--- src/hw/rtl/msec_pkg.sv ---
`default_nettype none

package msec_pkg;

    // Data memory geometry: four byte lanes, one word row per lane entry.
    localparam int DMEM_BYTES = 65536;
    localparam int DMEM_AW    = $clog2(DMEM_BYTES);
    localparam int BANK_ROWS  = DMEM_BYTES / 4;
    localparam int ROW_AW     = DMEM_AW - 2;

    localparam int NREGS = 32;
    localparam int RF_AW = $clog2(NREGS);

    localparam logic [31:0] HALT_WORD = 32'hFFFF_FFFF;

    // Item kinds
    localparam logic FUNC_EXEC    = 1'b0;
    localparam logic FUNC_PRELOAD = 1'b1;

    // Opcodes
    localparam logic [5:0] OP_RTYPE = 6'd0;
    localparam logic [5:0] OP_J     = 6'd2;
    localparam logic [5:0] OP_BEQ   = 6'd4;
    localparam logic [5:0] OP_ADDIU = 6'd9;
    localparam logic [5:0] OP_LW    = 6'd35;
    localparam logic [5:0] OP_SW    = 6'd43;

    // R-type functions
    localparam logic [5:0] FN_ADDU = 6'd33;
    localparam logic [5:0] FN_SUBU = 6'd35;
    localparam logic [5:0] FN_AND  = 6'd36;
    localparam logic [5:0] FN_OR   = 6'd37;
    localparam logic [5:0] FN_NOR  = 6'd39;

    // Register writeback of one instruction
    typedef struct packed {
        logic               en;
        logic               load;
        logic [RF_AW-1:0]   idx;
        logic [31:0]        value;
    } t_wb;

    // Data memory access: word store, byte preload, or read address only
    typedef struct packed {
        logic               wr_word;
        logic               wr_byte;
        logic [DMEM_AW-1:0] addr;
        logic [31:0]        data;
    } t_dmem_req;

endpackage

`default_nettype wire

--- src/hw/rtl/msec_exec.sv ---
`default_nettype none

module msec_exec (
    input  wire logic                        i_func,
    input  wire logic [31:0]                 i_ins,
    input  wire logic [15:0]                 i_load_address,
    input  wire logic [7:0]                  i_load_byte,
    input  wire logic [31:0]                 i_pc,
    input  wire logic                        i_halt,
    input  wire logic [31:0]                 i_a,
    input  wire logic [31:0]                 i_b,
    output logic      [31:0]                 o_next_pc,
    output logic                             o_halt,
    output logic                             o_illegal,
    output msec_pkg::t_wb                    o_wb,
    output logic                             o_mem_we,
    output logic      [msec_pkg::DMEM_AW-1:0] o_mem_addr,
    output logic      [31:0]                 o_mem_wval,
    output msec_pkg::t_dmem_req              o_req
);
    import msec_pkg::*;

    logic [5:0]       op;
    logic [5:0]       fn;
    logic [RF_AW-1:0] rt;
    logic [RF_AW-1:0] rd;
    logic [31:0]      imm;
    logic [31:0]      pc4;
    logic [31:0]      ea;
    logic             wr;
    logic             ld;
    logic [RF_AW-1:0] widx;
    logic [31:0]      wval;

    assign op  = i_ins[31:26];
    assign fn  = i_ins[5:0];
    assign rt  = i_ins[20:16];
    assign rd  = i_ins[15:11];
    assign imm = {{16{i_ins[15]}}, i_ins[15:0]};
    assign pc4 = i_pc + 32'd4;
    assign ea  = i_a + imm;

    always_comb begin
        o_next_pc  = i_pc;
        o_halt     = i_halt;
        o_illegal  = 1'b0;
        o_mem_we   = 1'b0;
        o_mem_addr = '0;
        o_mem_wval = '0;
        o_req      = '0;
        wr         = 1'b0;
        ld         = 1'b0;
        widx       = '0;
        wval       = '0;

        if (i_func == FUNC_PRELOAD) begin
            o_req.wr_byte = 1'b1;
            o_req.addr    = i_load_address[DMEM_AW-1:0];
            o_req.data    = {24'd0, i_load_byte};
        end else if (!i_halt) begin
            if (i_ins == HALT_WORD) begin
                o_halt = 1'b1;
            end else begin
                case (op)
                    OP_RTYPE: begin
                        o_next_pc = pc4;
                        widx      = rd;
                        wr        = 1'b1;
                        case (fn)
                            FN_ADDU: wval = i_a + i_b;
                            FN_SUBU: wval = i_a - i_b;
                            FN_AND:  wval = i_a & i_b;
                            FN_OR:   wval = i_a | i_b;
                            FN_NOR:  wval = ~(i_a | i_b);
                            default: wr   = 1'b0;
                        endcase
                    end
                    OP_ADDIU: begin
                        o_next_pc = pc4;
                        wr        = 1'b1;
                        widx      = rt;
                        wval      = ea;
                    end
                    OP_BEQ: begin
                        o_next_pc = (i_a == i_b) ? pc4 + {imm[29:0], 2'b00} : pc4;
                    end
                    OP_LW: begin
                        o_next_pc  = pc4;
                        o_mem_addr = ea[DMEM_AW-1:0];
                        o_req.addr = ea[DMEM_AW-1:0];
                        wr         = 1'b1;
                        ld         = 1'b1;
                        widx       = rt;
                    end
                    OP_SW: begin
                        o_next_pc     = pc4;
                        o_mem_addr    = ea[DMEM_AW-1:0];
                        o_mem_we      = 1'b1;
                        o_mem_wval    = i_b;
                        o_req.wr_word = 1'b1;
                        o_req.addr    = ea[DMEM_AW-1:0];
                        o_req.data    = i_b;
                    end
                    OP_J: begin
                        o_next_pc = {pc4[31:28], i_ins[25:0], 2'b00};
                    end
                    default: begin
                        o_illegal = 1'b1;
                        o_halt    = 1'b1;
                    end
                endcase
            end
        end

        // $0 writes are dropped entirely
        o_wb = '0;
        if (wr && (widx != '0)) begin
            o_wb.en    = 1'b1;
            o_wb.load  = ld;
            o_wb.idx   = widx;
            o_wb.value = wval;
        end
    end

endmodule

`default_nettype wire

--- config.mk ---
export PLATFORM = sky130hd
export DESIGN_NAME = msec_exec
export DESIGN_NICKNAME = d
export VERILOG_FILES = /design/src/hw/rtl/msec_pkg.sv /design/src/hw/rtl/msec_exec.sv
export SDC_FILE = /design/constraint.sdc
export NUM_CORES = 1
export LEC_CHECK = 0
export BUFFER_PORTS_ARGS = -buffer_cell sky130_fd_sc_hd__clkbuf_2
export CAP_MARGIN = 40
export CORE_ASPECT_RATIO = 1.5
export CORE_MARGIN = 2
export CORE_UTILIZATION = 50
export DETAILED_ROUTE_END_ITERATION = 10
export PLACE_DENSITY = 0.89
export REMOVE_ABC_BUFFERS = 1
export SLEW_MARGIN = 20
export SYNTH_ARGS = -nofsm -noshare
export SYNTH_HDL_FRONTEND = slang
export SYNTH_SLANG_ARGS = --single-unit
--- constraint.sdc ---
create_clock -name vclk -period 3.1
set_clock_uncertainty 0.05 [all_clocks]
set_input_delay 0.155 -clock vclk [all_inputs]
set_output_delay 0.155 -clock vclk [all_outputs]
set_load 0.05 [all_outputs]
==> flow_summary.json, run 1 <==
{
  "error_line": "[ERROR GRT-0116] Global routing finished with congestion. Check the congestion regions in the DRC Viewer.",
  "die_x_um": 124,
  "initial_core_util_pct": 51.2,
  "ios": 326,
  "grt_use_total_pct": 85.2,
  "postSynthCellCount": 1670,
  "haltStage": "5_1_grt",
  "grt_pass1_vias": 23200,
  "yosysTopAreaCell": "ha_1",
  "yosysWarnings": 0,
  "seq_area_frac_synth_pct": 0,
  "hpwl_um": 48300,
  "yosysMostFrequentCell": "ha_1",
  "row_count": 65,
  "die_y_um": 184,
  "syn_area_um2": 10800,
  "ys_types": 77,
  "grt_overflow": 860,
  "outcome": "did not finish",
  "synthTopCellsByArea": "ha_1 (20%), a21oi_1 (7.0%), xnor2_1 (6.6%)",
  "grt_first_pass_wirelength_um": 150000,
  "synth_area_per_cell_um2": 6.46,
  "synthTopCellsByCount": "ha_1 (169), nor2_1 (161), a21oi_1 (151)",
  "numPortBuffers": 326,
  "synth.top_cell.area_share_pct": 19.6,
  "ctsHoldBuffers": 0,
  "routabilityCongestion": 1.19,
  "grt_start_max_net_pins": 68
}
-- per-layer routing --
layer / GRT overflow / GRT usage [%]
met5: 2 / 29.9
met4: 252 / 91.9
met3: 12 / 68.8
met2: 585 / 105
met1: 9 / 79.9
-- cells by family after synthesis --
group                      Yosys count  share of synthesized area (%)
adders and majority gates          173                           20.4
buffers and inverters              231                           9.04
AOI/OAI and AO/OA                  575                           34.7
muxes                               14                           1.31
xor gates and xnor gates           117                           9.51
and+or+nand+nor                    560                           25.1
-- what timing repair did --
| action | CTS |
|---|---|
| endpoints found under the setup margin | 65 |
| buffers inserted | 34 |
| resized for setup | 366 |
| pin swaps | 116 |
| hold endpoints to repair | 0 |
-- per-stage QoR --
step	instance area, um^2	hold WS, ns	cells	utilization (%)	worst slack [ns]
after floorplan	10300	0.260	1560	-	-1.13
after global placement	16000	0.691	2603	76.0	-0.779
after detailed placement	16000	0.692	2603	76.0	-1.06
after CTS	17900	0.647	2632	85.0	-0.766
==> run 2, diff against run 1 <==
--- a/config.mk
+++ b/config.mk
@@ -7,11 +7,10 @@
 export LEC_CHECK = 0
 export BUFFER_PORTS_ARGS = -buffer_cell sky130_fd_sc_hd__clkbuf_2
 export CAP_MARGIN = 40
-export CORE_ASPECT_RATIO = 1.5
 export CORE_MARGIN = 2
-export CORE_UTILIZATION = 50
+export CORE_UTILIZATION = 40
 export DETAILED_ROUTE_END_ITERATION = 10
-export PLACE_DENSITY = 0.89
+export PLACE_DENSITY_LB_ADDON = 0.15
 export REMOVE_ABC_BUFFERS = 1
 export SLEW_MARGIN = 20
 export SYNTH_ARGS = -nofsm -noshare
==> constraint.sdc (replaced) <==
create_clock -name vclk -period 4
set_clock_uncertainty 0.05 [all_clocks]
set_input_delay 0.2 -clock vclk [all_inputs]
set_output_delay 0.2 -clock vclk [all_outputs]
set_load 0.05 [all_outputs]
==> flow_summary.json, run 2 <==
{
  "post-route-drc-count": 0,
  "yosysMostFrequentCell": "ha_1",
  "synth_top_family_by_area": "compound AO/OA/AOI/OAI gates",
  "cp-start-kind": "input pin",
  "muxShareOfSynthArea_pct": 1.31,
  "final_cell_mix": "clkbuf_2 (301), ha_1 (165), nor2_1 (158)",
  "synth_area_per_cell_um2": 6.46,
  "slew-limit-headroom_pct": 47.1,
  "core_area_um2": 26700,
  "n_clock_buffer": 0,
  "grt_first_pass_wirelength_um": 71600,
  "nets": 2361,
  "synth_compound_area_share_pct": 34.7,
  "die_area_um2": 28300,
  "critPathTopFamily": "compound AO/OA/AOI/OAI gates",
  "synth.top_cell.area_share_pct": 19.6,
  "crit_top_cell": "buf_4",
  "antenna_found_initial": 0,
  "routabilityCongestion": 0.993,
  "via_count": 14100,
  "holdPathEnd": "o_next_pc[0]",
  "holdCritPathClass": "input pin to output pin",
  "synth_xor_area_share_pct": 9.51,
  "min_delay_path_depth": 3,
  "drive_gt1_share_pct": 26.2,
  "design.seq.count": 0,
  "place_ws_ns": -0.0358,
  "seq_area_frac_synth_pct": 0,
  "seqCellArea_um2": 0,
  "period_needed_ns": 3.87,
  "critPathSlowestCell": "a222oi_1",
  "final_core_util_pct": 52.3,
  "grt_start_max_net_pins": 49,
  "path_max_fanout": 4,
  "rsz0062_at_grt": "yes",
  "routed_wl_um": 48100,
  "final_common_cell": "clkbuf_2",
  "slowest_delay_ns": 0.34,
  "vdd_drop_max_uv": 76.4,
  "hpwl_um": 40100,
  "die_y_um": 168,
  "fmax_mhz": 259,
  "grt_pass1_vias": 12900,
  "p_leak_nw": 7.02,
  "dp.cells": 2369,
  "final_cells": 2373,
  "grt_use_total_pct": 31.8,
  "total_power_mw": 1.86,
  "yosysTopAreaCell": "ha_1",
  "drv_slew": 0,
  "synthTopCellsByCount": "ha_1 (169), nor2_1 (161), a21oi_1 (151)",
  "yosysWarnings": 0,
  "arrival_ns": 3.62,
  "ios": 326,
  "critPathRequiredTime_ns": 3.75,
  "synthTopCellsByArea": "ha_1 (20%), a21oi_1 (7.0%), xnor2_1 (6.6%)",
  "postSynthCellCount": 1670,
  "cp_num_buf_inv": 4,
  "critPathKind": "input pin to output pin",
  "placed_area_um2": 13700,
  "drtAntennaViolNets": 0,
  "ys_types": 77,
  "power-per-cell-area_nw_per_um2": 133,
  "die_x_um": 168,
  "finalCritPeriodShare_pct": 96.7,
  "crit_chain": "clkbuf_2, and3_4, nor2b_2, nand4_1, xnor2_2, buf_4, ha_1, nand2_1, nor2_1, o22a_1, o311a_1, buf_4, nand3_1, a21oi_2, a41oi_1, xnor2_1, a222oi_1, o21ai_0, buf_2",
  "outcome": "finished clean",
  "cap_violations": 0,
  "yosys.area_share.simple_pct": 25.1,
  "row_count": 60,
  "antennaDiodeCount": 0,
  "ctsHoldBuffers": 0,
  "holdCritStartpoint": "i_pc[0]",
  "initial_core_util_pct": 40.3,
  "wire_per_inst_um": 20.3,
  "whs_ns": 0.773,
  "viasPerCell": 5.92,
  "firstDrtPassIters": 7,
  "setup_viol": 0,
  "fin_area_um2": 14000,
  "synth_fa_ha_area_share_pct": 20.4,
  "initialDrtViolationCount": 1204,
  "worstSetupEndpointType": "output pin",
  "fin_setup_tns_ns": 0,
  "hold_violations": 0,
  "synthToLayoutAreaGrowth_pct": 29.7,
  "grt_overflow": 0,
  "layout_setup_ws_ns": 0.132,
  "tightestPinTransition_ns": 0.784,
  "numPortBuffers": 326,
  "syn_area_um2": 10800
}
==> run 2: cell counts after synthesis <==
No cell type changed its count.
==> run 2: final cells by class <==
cell class | instances | area (um^2)
multi-input cells | 1439 | 10100
fillers | 2774 | 12700
repair buffers | 472 | 3050
inverters | 121 | 454
well taps | 341 | 427
==> run 2: worst max-delay path by stage <==
stage          cells after the start       endpoint  startpoint  slack, ns
2_1_floorplan                     14  o_next_pc[31]    i_pc[12]      -0.32
5_1_grt                           20  o_next_pc[31]    i_pc[15]      -0.03
6_report                          19  o_next_pc[24]     i_pc[5]       0.13
3_5_place_dp                      18  o_next_pc[31]     i_pc[2]      -0.04
3_3_place_gp                      17       o_wb[26]      i_a[7]      -0.08
4_1_cts                           16  o_next_pc[30]     i_pc[3]      0.005
==> run 2: kinds of logic (layout without fill, tap and decap cells) <==
| logic type | after synthesis | count (layout) |
|---|---|---|
| AOI/OAI and AO/OA | 575 | 575 |
| xor gates and xnor gates | 117 | 117 |
| adders and majority gates | 173 | 173 |
| buffers and inverters | 231 | 593 |
| muxes | 14 | 14 |
| and+or+nand+nor | 560 | 560 |
==> run 2: metal layers <==
| layer | vias up | track usage [%] | wire [um] |
|---|---|---|---|
| met5 | - | 0 | 0 |
| met4 | 0 | 5.73 | 1070 |
| met3 | 62 | 4.18 | 3930 |
| met2 | 617 | 54.5 | 22200 |
| met1 | 6584 | 43.0 | 20900 |
| li1 | 6793 | - | - |
==> run 2: timing repair <==
action,in CTS,in global routing
setup endpoints to repair,3,17
cloned,0,0
pin swaps,1,19
gates resized for setup,4,51
setup buffers,0,4
==> run 2: tightest hold or removal path: cells and delay by family <==
family	cells	cell delay, ns
and+or+nand+nor	1	0.12
buffers and inverters	2	0.30
==> run 2: report_power, final <==
group / total, mW / switching [mW] / internal (mW) / leakage [nW]
Combinational: 1.86 / 1.14 / 0.724 / 7.02
Clock: 0 / 0 / 0 / 0
Sequential: 0 / 0 / 0 / 0
Total: 1.86 / 1.14 / 0.724 / 7.02
No activity file was read; power rests on OpenSTA's default activity.
